`src/hdl/dwt_pkg.sv`:
```
package dwt_pkg;

  localparam int unsigned ByteW   = 8;
  localparam int unsigned MaxRes  = 5;
  localparam int unsigned CntW    = 3;
  localparam int unsigned SumW    = 10;

  localparam logic [ByteW-1:0] CharNul    = 8'h00;
  localparam logic [ByteW-1:0] CharSpace  = 8'h20;
  localparam logic [ByteW-1:0] CharDot    = 8'h2E;
  localparam logic [ByteW-1:0] CharZero   = 8'h30;
  localparam logic [ByteW-1:0] CharBslash = 8'h5C;

  // Expansion of one input byte: up to five characters, drained one per beat.
  // The done and bad flags belong to the last character of the run.
  typedef struct packed {
    logic [MaxRes-1:0][ByteW-1:0] chars;
    logic [CntW-1:0]              cnt;
    logic                         done;
    logic                         bad;
  } run_t;

endpackage

```
`src/hdl/dwt_in_if.sv`:
```
interface dwt_in_if;
  import dwt_pkg::*;

  logic             valid;
  logic             ready;
  logic [ByteW-1:0] name_byte;
  logic             new_name;

  modport source (output valid, output name_byte, output new_name, input ready);
  modport sink   (input valid, input name_byte, input new_name, output ready);
endinterface

```
`src/hdl/dwt_out_if.sv`:
```
interface dwt_out_if;
  import dwt_pkg::*;

  logic             valid;
  logic             ready;
  logic [ByteW-1:0] out_char;
  logic             name_done;
  logic             bad_name;
  logic             last_of_run;

  modport source (output valid, output out_char, output name_done, output bad_name,
                  output last_of_run, input ready);
  modport sink   (input valid, input out_char, input name_done, input bad_name,
                  input last_of_run, output ready);
  modport mon    (input valid, input ready, input out_char, input name_done,
                  input bad_name, input last_of_run);
endinterface

```
`src/hdl/dns_wire_name_to_text.sv`:
```
// With the result register free, a byte's first character is offered in the cycle after
// the byte's beat; otherwise it waits until the run drains. One result character per cycle
// while the output is ready; a run holds the output until its last character is taken.
// Input takes one beat per cycle while each byte yields at most one character and the
// output is ready; a one-entry holding register absorbs a further byte while a run drains.
// Reset: parser halted until a byte flagged new_name, run and holding registers empty.
module dns_wire_name_to_text #(
  parameter int unsigned MAX_LABEL_LEN = 63,
  parameter int unsigned MAX_NAME_LEN  = 256
) (
  input  logic clk_i,
  input  logic rst_ni,
  dwt_in_if.sink    in_i,
  dwt_out_if.source out_o
);
  import dwt_pkg::*;

  localparam int unsigned RemW = $clog2(MAX_LABEL_LEN + 1);
  localparam int unsigned OffW = $clog2(MAX_NAME_LEN);

  logic [RemW-1:0] rem_q, rem_d;
  logic [OffW-1:0] off_q, off_d;
  logic            start_q, start_d;
  logic            halted_q, halted_d;

  run_t            hold_q, hold_d;
  logic            hold_vld_q, hold_vld_d;
  run_t            run_q, run_d;
  logic            run_vld_q, run_vld_d;
  logic [CntW-1:0] idx_q, idx_d;

  run_t            item;
  logic            acc;
  logic            acc_nz;
  logic            take;
  logic            last;
  logic            run_free;

  // Parser: works on the state as seen after a possible new_name restart.
  always_comb begin
    logic [RemW-1:0] eff_rem;
    logic [OffW-1:0] eff_off;
    logic            eff_start;
    logic            eff_halt;
    logic [ByteW-1:0] b;
    logic [CntW-1:0] n;
    logic [ByteW-1:0] tens;
    logic [ByteW-1:0] ones;
    logic [SumW-1:0] sum;

    b         = in_i.name_byte;
    eff_rem   = in_i.new_name ? '0 : rem_q;
    eff_off   = in_i.new_name ? '0 : off_q;
    eff_start = in_i.new_name ? 1'b1 : start_q;
    eff_halt  = in_i.new_name ? 1'b0 : halted_q;

    rem_d    = eff_rem;
    off_d    = eff_off;
    start_d  = eff_start;
    halted_d = eff_halt;

    item = '0;
    n    = '0;
    sum  = SumW'(eff_off) + SumW'(1) + SumW'(b);

    if (b >= 8'd30) begin
      tens = 8'd3;
      ones = b - 8'd30;
    end else if (b >= 8'd20) begin
      tens = 8'd2;
      ones = b - 8'd20;
    end else if (b >= 8'd10) begin
      tens = 8'd1;
      ones = b - 8'd10;
    end else begin
      tens = 8'd0;
      ones = b;
    end

    if (!eff_halt) begin
      if (eff_rem == '0) begin
        if (b == CharNul) begin
          if (eff_start) begin
            item.chars[n] = CharDot;
            n = n + 3'd1;
          end
          item.chars[n] = CharNul;
          n = n + 3'd1;
          item.done = 1'b1;
          halted_d  = 1'b1;
        end else if (sum >= SumW'(MAX_NAME_LEN) || b > ByteW'(MAX_LABEL_LEN)) begin
          item.chars[n] = CharNul;
          n = n + 3'd1;
          item.bad  = 1'b1;
          halted_d  = 1'b1;
        end else begin
          rem_d   = b[RemW-1:0];
          off_d   = eff_off + OffW'(1);
          start_d = 1'b0;
        end
      end else begin
        off_d = eff_off + OffW'(1);
        rem_d = eff_rem - RemW'(1);
        if (b == CharDot || b == CharBslash) begin
          item.chars[n] = CharBslash;
          n = n + 3'd1;
          item.chars[n] = b;
          n = n + 3'd1;
        end else if (b <= CharSpace) begin
          // Control bytes and space are written as three decimal digits; hundreds is zero.
          item.chars[n] = CharBslash;
          n = n + 3'd1;
          item.chars[n] = CharZero;
          n = n + 3'd1;
          item.chars[n] = CharZero + tens;
          n = n + 3'd1;
          item.chars[n] = CharZero + ones;
          n = n + 3'd1;
        end else begin
          item.chars[n] = b;
          n = n + 3'd1;
        end
        if (eff_rem == RemW'(1)) begin
          item.chars[n] = CharDot;
          n = n + 3'd1;
        end
      end
    end
    item.cnt = n;
  end

  assign in_i.ready = !hold_vld_q;
  assign acc        = in_i.valid && in_i.ready;
  assign acc_nz     = acc && (item.cnt != '0);

  assign last     = (idx_q == run_q.cnt - CntW'(1));
  assign take     = out_o.valid && out_o.ready;
  assign run_free = !run_vld_q || (take && last);

  assign out_o.valid       = run_vld_q;
  assign out_o.out_char    = run_q.chars[idx_q];
  assign out_o.last_of_run = last;
  assign out_o.name_done   = run_q.done && last;
  assign out_o.bad_name    = run_q.bad && last;

  // Drain and refill of the run register; the holding register takes a byte that
  // arrives while the current run is still being read out.
  always_comb begin
    run_d      = run_q;
    run_vld_d  = run_vld_q;
    idx_d      = idx_q;
    hold_d     = hold_q;
    hold_vld_d = hold_vld_q;

    if (run_free) begin
      idx_d = '0;
      if (hold_vld_q) begin
        run_d      = hold_q;
        run_vld_d  = 1'b1;
        hold_vld_d = 1'b0;
      end else begin
        run_d     = item;
        run_vld_d = acc_nz;
      end
    end else begin
      if (take) begin
        idx_d = idx_q + CntW'(1);
      end
      if (acc_nz) begin
        hold_d     = item;
        hold_vld_d = 1'b1;
      end
    end
  end

  always_ff @(posedge clk_i or negedge rst_ni) begin
    if (!rst_ni) begin
      rem_q      <= '0;
      off_q      <= '0;
      start_q    <= 1'b1;
      halted_q   <= 1'b1;
      hold_vld_q <= 1'b0;
      run_vld_q  <= 1'b0;
      idx_q      <= '0;
    end else begin
      if (acc) begin
        rem_q    <= rem_d;
        off_q    <= off_d;
        start_q  <= start_d;
        halted_q <= halted_d;
      end
      hold_vld_q <= hold_vld_d;
      run_vld_q  <= run_vld_d;
      idx_q      <= idx_d;
    end
  end

  always_ff @(posedge clk_i) begin
    hold_q <= hold_d;
    run_q  <= run_d;
  end

endmodule

```
`src/flat_wrapper.sv`:
```
// flat-port wrapper written by rule: the top's interface ports become plain ports
module dns_wire_name_to_text_flat import dwt_pkg::*;
#(
  parameter int unsigned MAX_LABEL_LEN = 63,
  parameter int unsigned MAX_NAME_LEN  = 256
)
  (clk_i, rst_ni, in_i_valid, in_i_name_byte, in_i_new_name, in_i_ready, out_o_valid, out_o_out_char, out_o_name_done, out_o_bad_name, out_o_last_of_run, out_o_ready);
  dwt_in_if in_i_i ();
  dwt_out_if out_o_i ();
  input  logic clk_i;
  input  logic rst_ni;
  input wire logic [$bits(in_i_i.valid)-1:0] in_i_valid;
  input wire logic [$bits(in_i_i.name_byte)-1:0] in_i_name_byte;
  input wire logic [$bits(in_i_i.new_name)-1:0] in_i_new_name;
  output wire logic [$bits(in_i_i.ready)-1:0] in_i_ready;
  output wire logic [$bits(out_o_i.valid)-1:0] out_o_valid;
  output wire logic [$bits(out_o_i.out_char)-1:0] out_o_out_char;
  output wire logic [$bits(out_o_i.name_done)-1:0] out_o_name_done;
  output wire logic [$bits(out_o_i.bad_name)-1:0] out_o_bad_name;
  output wire logic [$bits(out_o_i.last_of_run)-1:0] out_o_last_of_run;
  input wire logic [$bits(out_o_i.ready)-1:0] out_o_ready;
  assign in_i_i.valid = in_i_valid;
  assign in_i_i.name_byte = in_i_name_byte;
  assign in_i_i.new_name = in_i_new_name;
  assign in_i_ready = in_i_i.ready;
  assign out_o_valid = out_o_i.valid;
  assign out_o_out_char = out_o_i.out_char;
  assign out_o_name_done = out_o_i.name_done;
  assign out_o_bad_name = out_o_i.bad_name;
  assign out_o_last_of_run = out_o_i.last_of_run;
  assign out_o_i.ready = out_o_ready;
  dns_wire_name_to_text #(.MAX_LABEL_LEN(MAX_LABEL_LEN), .MAX_NAME_LEN(MAX_NAME_LEN)) u_core (.clk_i(clk_i), .rst_ni(rst_ni), .in_i(in_i_i), .out_o(out_o_i));
endmodule
```
`config.mk`:
```
export PLATFORM = sky130hd
export DESIGN_NAME = dns_wire_name_to_text_flat
export DESIGN_NICKNAME = d
export VERILOG_FILES = /design/src/hdl/dwt_pkg.sv /design/src/hdl/dwt_in_if.sv /design/src/hdl/dwt_out_if.sv /design/src/hdl/dns_wire_name_to_text.sv /design/src/flat_wrapper.sv
export SDC_FILE = /design/constraint.sdc
export NUM_CORES = 1
export LEC_CHECK = 0
export ABC_AREA = 1
export ABC_CLOCK_PERIOD_IN_PS = 5700
export BUFFER_PORTS_ARGS = -buffer_cell sky130_fd_sc_hd__buf_2
export CORE_ASPECT_RATIO = 1.4
export CORE_MARGIN = 2
export CORE_UTILIZATION = 45
export CTS_CLUSTER_SIZE = 24
export DETAILED_ROUTE_END_ITERATION = 10
export SYNTH_ARGS = -nofsm -noshare
export SYNTH_HDL_FRONTEND = slang
export SYNTH_SLANG_ARGS = --single-unit
export TNS_END_PERCENT = 30
```
`constraint.sdc`:
```
create_clock -name clk_i -period 5.7 [get_ports clk_i]
set_input_delay 0.285 -clock clk_i [delete_from_list [all_inputs] [get_ports clk_i]]
set_output_delay 0.285 -clock clk_i [all_outputs]
set_load 0.02 [all_outputs]
```
==> impl_metrics.json, run 1 <==
{
  "outcome": "finished, final reports clean",
  "grt_pass1_vias": 4185,
  "timing.rr.start": "u_core.off_q[1]",
  "fin_nets": 720,
  "fin_skew_ns": 0.005917,
  "synth_top_cells_by_area": "edfxtp_1, nand2_1, dfrtp_1, inv_1, ha_1",
  "timing.rr.end": "u_core.hold_q[21]",
  "netlist_instances": 664,
  "dieHeight_microns": 134.0,
  "synth_top_area_cell": "edfxtp_1",
  "postCtsHoldBufs": 1,
  "busiest_layer": "met2",
  "ys.flop_type": "edfxtp_1",
  "worst_pin_slew_ns": 1.031,
  "power.clock.fraction_pct": 21.3,
  "p_seq_share_pct": 39.7,
  "ant_nets": 0,
  "numPortBuffers": 25,
  "clock_latency_ns": 0.34,
  "cts_resized": 0,
  "layout_worst_path_cycle_share_pct": 59.10,
  "stdcell_count": 837,
  "drv_slew": 0,
  "grt_max_degree": 39,
  "gr-usage-met2_pct": 35.49,
  "clock_path_buffers": 2,
  "irDropWorstVdd_uv": 185.4,
  "yosysSeqAreaShare_pct": 47.31,
  "start_kind": "register",
  "end_kind": "register",
  "use_met1_pct": 24.32,
  "rows": 47,
  "r2r_slack_ns": 2.33,
  "hold_violations": 0,
  "grt_usage_pct": 20.20,
  "synth_top_area_share_pct": 37.59,
  "postCtsSetupBuffers": 0,
  "switching_power_mw": 1.111,
  "drcViolationCount": 0,
  "power.internal_mw": 1.626,
  "die_area_sq_um": 12980,
  "grt_pass1_wl_microns": 20850,
  "antenna_cells": 0,
  "htreeDepth": 3,
  "place_ws_ns": 2.086,
  "setup_tns_ns": 0,
  "syn-cell-area_sq_um": 5433,
  "io_pins": 26,
  "synth.most_common_cell": "nand2_1",
  "ys_ff_latch": 89,
  "gp_routability_congestion": 0.8838,
  "p_leak_nw": 2.813,
  "antenna_found_initial": 0,
  "cap_violations": 0,
  "wire_per_inst_microns": 15.02,
  "dieWidth_microns": 96.86,
  "via_count": 4287,
  "worstPathMaxFanout": 30,
  "min_period_ns": 3.369,
  "gr-total-overflow": 0,
  "via_per_inst": 5.122,
  "cts_root_buffer": "clkbuf_16",
  "ys_types": 47,
  "dpl.hpwl_microns": 9395,
  "synth_warnings": 0,
  "required_ns": 5.70,
  "switching_share_pct": 40.60,
  "cts_tree": "done",
  "fmax_ghz": 0.2969,
  "core_sq_um": 11820,
  "endpoint": "u_core.hold_q[21]",
  "numCtsBuffers": 9,
  "grtUsageMet3_pct": 3.387,
  "place_inst": 821,
  "crit_start": "u_core.off_q[1]",
  "p_per_area_nw_per_um2": 459.2,
  "cp.arrival_ns": 3.37,
  "syn_area_per_cell_sq_um": 8.182,
  "first_iter_violations": 252,
  "synth_commonest_cells": "nand2_1, inv_1, nor2_1, edfxtp_1, o21ai_0",
  "synth_edf_count": 68,
  "reg2regPathDepth": 18,
  "drt_wl_total_microns": 12570,
  "comb_power_share_pct": 39.0,
  "setup_viol": 0,
  "nFillCells": 1125,
  "postSynth.asyncResetShare_pct": 23.60,
  "firstDrtPassIters": 5,
  "clk_pin_slew_ns": 0.07,
  "grt_setup_unrepaired": "no",
  "setup_slack_ns": 2.331,
  "syn2layout_area_growth_pct": 9.696,
  "drive_gt1_share_pct": 13.04,
  "critPathKind": "reg2reg",
  "clock_sinks": 89,
  "relSlewSlack_pct": 31.28,
  "start_util_pct": 45.96,
  "holdCritPathClass": "in2reg"
}
## registers in the layout, summed over array words and instances, names as in the netlist
register            flops
u_core.halted_q         1
u_core.hold_q          34
u_core.hold_vld_q       1
u_core.idx_q            3
u_core.off_q            8
u_core.out_o.valid      1
u_core.rem_q            6
u_core.run_q           34
u_core.start_q          1
## worst max-delay path, stage by stage, from the launching register on
cell	delay, ns
dfrtp_1	0.32
inv_1	0.07
nor2_1	0.16
ha_1	0.24
nand3_4	0.10
nor2_2	0.09
nand2_1	0.09
nor2_2	0.14
xnor2_1	0.10
ha_1	0.30
a21oi_1	0.06
o21ai_0	0.19
a21oi_2	0.07
nand3_2	0.20
nand2_2	0.12
nand3_2	0.08
nand2_2	0.08
nor2_2	0.20
buf_4	0.40
## cell usage in the layout (no fill, tap or decap), types with 9 or more instances in the layout
cell and n:
nand2_2 11, nand2_1 206, inv_1 74, clkbuf_16 9
dfrtp_1 19, ha_1 21, edfxtp_1 68, nand3_1 23
nor2_1 69, a21oi_1 27, buf_2 25, o21ai_0 39
## layout make-up
class	instances	area [sq um]	area share, %
multi-input cells	474	2441	40.96
clock inverters	5	57.56	0.9658
inverters	83	320.3	5.375
clock buffers	10	229.0	3.842
repair buffers	29	157.7	2.645
well taps	147	183.9	3.086
flip-flops and latches	89	2570	43.12
## logic make-up after synthesis
| family | share of synthesized area [%] |
|---|---|
| muxes | 0.1843 |
| AOI/OAI and AO/OA | 10.06 |
| and+or+nand+nor | 27.84 |
| buffers and inverters | 8.084 |
| DFF | 47.31 |
| other | 0.06903 |
| xor gates and xnor gates | 1.612 |
| adders and majority gates | 4.836 |
## how the worst min path moves through the flow
| stage | cells after the start | from | endpoint | slack, ns |
|---|---|---|---|---|
| 2_1_floorplan | 0 | rst_ni | u_core.hold_vld_q | -0.01 |
| 3_3_place_gp | 1 | rst_ni | u_core.off_q[4] | 0.33 |
| 3_5_place_dp | 1 | rst_ni | u_core.idx_q[2] | 0.34 |
| 4_1_cts | 3 | out_o_ready | u_core.idx_q[1] | 0.23 |
| 5_1_grt | 3 | out_o_ready | u_core.idx_q[1] | 0.24 |
| 6_report | 3 | out_o_ready | u_core.idx_q[1] | 0.24 |
## routing by layer
layer | wire length [microns] | part of all wire [%]
met1 | 5388 | 43
met5 | 0 | 0
met2 | 6422 | 51
met3 | 363 | 2.9
met4 | 399 | 3.2
## power groups by stage
stage               Combinational (mW)  Sequential (mW)  Clock, mW
floorplan                        0.865             1.03          0
global placement                  1.05             1.10          0
detailed placement                1.07             1.10          0
CTS                               1.07             1.09      0.594
global route                      1.22             1.11      0.617
finish                            1.07             1.09      0.583
## metrics by stage
| step | utilization (%) | power (mW) | hold WS, ns | area (sq um) |
|---|---|---|---|---|
| floorplan | - | 1.895 | -0.01059 | 5436 |
| global placement | 47.91 | 2.147 | 0.3349 | 5663 |
| detailed placement | 47.91 | 2.173 | 0.3360 | 5663 |
| CTS | 50.42 | 2.758 | 0.2285 | 5959 |
| global route | 50.42 | 2.948 | 0.2410 | 5959 |
| finish | 50.42 | 2.737 | 0.2397 | 5959 |
Note: power is estimated with default switching activity, not from simulation.
==> run 2: changes to the inputs <==
--- a/config.mk
+++ b/config.mk
@@ -5,8 +5,8 @@
 export SDC_FILE = /design/constraint.sdc
 export NUM_CORES = 1
 export LEC_CHECK = 0
-export ABC_AREA = 1
-export ABC_CLOCK_PERIOD_IN_PS = 5700
+export ABC_AREA = 0
+export ABC_CLOCK_PERIOD_IN_PS = 2700
 export BUFFER_PORTS_ARGS = -buffer_cell sky130_fd_sc_hd__buf_2
 export CORE_ASPECT_RATIO = 1.4
 export CORE_MARGIN = 2
==> constraint.sdc (replaced) <==
create_clock -name clk_i -period 2.7 [get_ports clk_i]
set_input_delay 0.135 -clock clk_i [delete_from_list [all_inputs] [get_ports clk_i]]
set_output_delay 0.135 -clock clk_i [all_outputs]
set_load 0.02 [all_outputs]
==> impl_metrics.json, run 2 <==
{
  "synth_edf_count": 68,
  "antenna_found_initial": 0,
  "path_buf_inv": 1,
  "via_count": 3919,
  "synth_top_area_share_pct": 38.73,
  "die_area_sq_um": 12610,
  "nFillCells": 1004,
  "synth_warnings": 0,
  "syn2layout_area_growth_pct": 19.39,
  "netlist_instances": 487,
  "crit_family": "simple AND/OR/NAND/NOR gates",
  "dieHeight_microns": 132.1,
  "start_kind": "register",
  "fin_skew_ns": 0.005536,
  "worstPathMaxFanout": 4,
  "switching_power_mw": 1.692,
  "dieWidth_microns": 95.48,
  "relSlewSlack_pct": 64.80,
  "place_ws_ns": -0.3439,
  "outcome": "complete, but fails checks",
  "end_kind": "register",
  "synth.most_common_cell": "edfxtp_1",
  "drv_slew": 0,
  "htreeDepth": 3,
  "first_iter_violations": 282,
  "drcViolationCount": 0,
  "fmax_ghz": 0.3400,
  "io_pins": 26,
  "min_period_ns": 2.941,
  "critPathSlowestCell": "dfrtp_1",
  "final_cell_mix": "edfxtp_1, buf_4, nor2_1",
  "ys_ff_latch": 89,
  "p_per_area_nw_per_um2": 804.9,
  "syn_area_per_cell_sq_um": 10.83,
  "slowest_delay_ns": 0.34,
  "comb_power_share_pct": 36.6,
  "drt_wl_total_microns": 12270,
  "grt_usage_pct": 20.88,
  "via_per_inst": 5.567,
  "layout_commonest_cell": "edfxtp_1",
  "clock_sinks": 89,
  "crit_path_cell_trace": "nor2b_4 > buf_4 > nand2_1 > nor2_1 > and3_1 > xnor2_1 > nor2_1 > ha_1 > a211o_1 > a31o_1 > a41oi_4 > and2_4 > o22ai_4 > mux2_4",
  "grt_pass1_wl_microns": 20120,
  "start_util_pct": 46.27,
  "numPortBuffers": 25,
  "core_sq_um": 11400,
  "dpl.hpwl_microns": 9283,
  "fin_nets": 590,
  "wire_per_inst_microns": 17.43,
  "cts_root_buffer": "clkbuf_16",
  "clock_path_buffers": 2,
  "gp_routability_congestion": 0.8356,
  "synth_commonest_cells": "edfxtp_1, nor2_1, nand2_1, o21ai_0, ha_1",
  "rows": 46,
  "cpMostUsedCell": "nor2_1",
  "power.internal_mw": 3.375,
  "irDropWorstVdd_uv": 351.2,
  "ant_nets": 0,
  "grt_pass1_vias": 3866,
  "cts_tree": "done",
  "drive_gt1_share_pct": 27.50,
  "dpl-instance-area_sq_um": 5906,
  "hold_violations": 0,
  "worst_pin_slew_ns": 0.5279,
  "grt_setup_unrepaired": "yes",
  "yosysSeqAreaShare_pct": 48.74,
  "synth_top_cells_by_area": "edfxtp_1, dfrtp_1, ha_1, mux2_2, nor2_1",
  "reg_top3": "u_core.hold_q (34), u_core.run_q (34), u_core.off_q (8)",
  "violations": "negative setup slack",
  "ys_types": 69,
  "power.clock.fraction_pct": 23.8,
  "firstDrtPassIters": 4,
  "required_ns": 2.79,
  "clock_latency_ns": 0.33,
  "fin_area_sq_um": 6295,
  "numCtsBuffers": 9,
  "final_core_util_pct": 55.24,
  "holdCritPathClass": "in2reg",
  "postSynth.asyncResetShare_pct": 23.60,
  "switching_share_pct": 33.39,
  "setup_viol": 52,
  "synth_top_area_cell": "edfxtp_1",
  "clk_pin_slew_ns": 0.06,
  "cap_violations": 0,
  "cp.arrival_ns": 3.03,
  "gr-total-overflow": 0,
  "critPathKind": "reg2reg",
  "p_seq_share_pct": 39.5,
  "ys.flop_type": "edfxtp_1",
  "syn-cell-area_sq_um": 5273,
  "setup_slack_ns": -0.2409,
  "p_leak_nw": 2.545,
  "grt_max_degree": 37,
  "layout_worst_path_cycle_share_pct": 108.9,
  "antenna_cells": 0
}
==> run 2: worst reg2reg max path, stage by stage, from the launching register on <==
cell and delay, ns:
dfrtp_1 0.34, nor2b_4 0.17, buf_4 0.11, nand2_1 0.04, nor2_1 0.11, and3_1 0.20, xnor2_1 0.12, nor2_1 0.06
ha_1 0.29, a211o_1 0.25, a31o_1 0.21, a41oi_4 0.25, and2_4 0.21, o22ai_4 0.06, mux2_4 0.26
==> run 2: power groups by stage <==
stage	sequential (mW)	combinational [mW]	clock, mW
after global placement	2.02	1.83	0
after detailed placement	2.03	1.85	0
after CTS	2.00	1.87	1.24
after global routing	2.03	2.06	1.28
final	2.00	1.86	1.21
after floorplan	2.00	1.28	0
==> run 2: path summary, 6_finish.rpt <==
kind	start	end	slack (ns)	cells past startpoint
worst max-delay path	u_core.off_q[1]	u_core.run_q[2]	-0.24	14
worst min-delay path	in_i_valid	u_core.halted_q	0.14	3
worst max register to register	u_core.off_q[1]	u_core.run_q[2]	-0.24	14
worst min register to register	u_core.halted_q	u_core.halted_q	0.51	2
max in group asynchronous	rst_ni	u_core.start_q	2.02	2
min in group asynchronous	rst_ni	u_core.rem_q[3]	0.31	2
==> run 2: metrics by stage <==
stage	total power, mW	hold slack [ns]	TNS, ns	cells
floorplan	3.278	-0.1606	-22.98	488
global placement	3.843	0.1329	-11.66	681
detailed placement	3.877	0.1400	-14.05	681
CTS	5.114	0.1236	-9.683	704
global route	5.371	0.1677	-19.63	704
finish	5.066	0.1411	-9.172	704
==> run 2: cell families after synthesis <==
logic type / share of synthesized area (%)
xor gates and xnor gates: 2.658
buffers and inverters: 3.773
DFF: 48.74
muxes: 7.879
AOI/OAI and AO/OA: 15.54
other: 0.07112
and+or+nand+nor: 16.35
adders and majority gates: 4.983
==> run 2: cell type report <==
cell class	instances	area, sq um	share of cell area (%)
inverters	18	67.56	1.073
flip-flops and latches	89	2570	40.83
clock buffers	10	229.0	3.637
clock inverters	5	56.30	0.8945
repair buffers	85	598.1	9.501
well taps	144	180.2	2.862
multi-input cells	353	2594	41.20
==> run 2: per-layer routing <==
| layer | global-route usage, % | routed length, microns | vias up | part of all wire [%] |
|---|---|---|---|---|
| li1 | - | - | 1942 | - |
| met1 | 25.85 | 4993 | 1877 | 41 |
| met2 | 35.99 | 6587 | 78 | 54 |
| met3 | 3.488 | 344 | 22 | 2.8 |
| met4 | 7.857 | 348 | 0 | 2.8 |
| met5 | 0 | 0 | - | 0 |
==> run 2: timing repair <==
item | in CTS | in global routing
buffers inserted | 7 | 0
setup endpoints to repair | 55 | 56
hold buffers | 1 | 0
endpoints found under the hold margin | 19 | 0
gates resized for setup | 8 | 5
pin swaps | 7 | 1
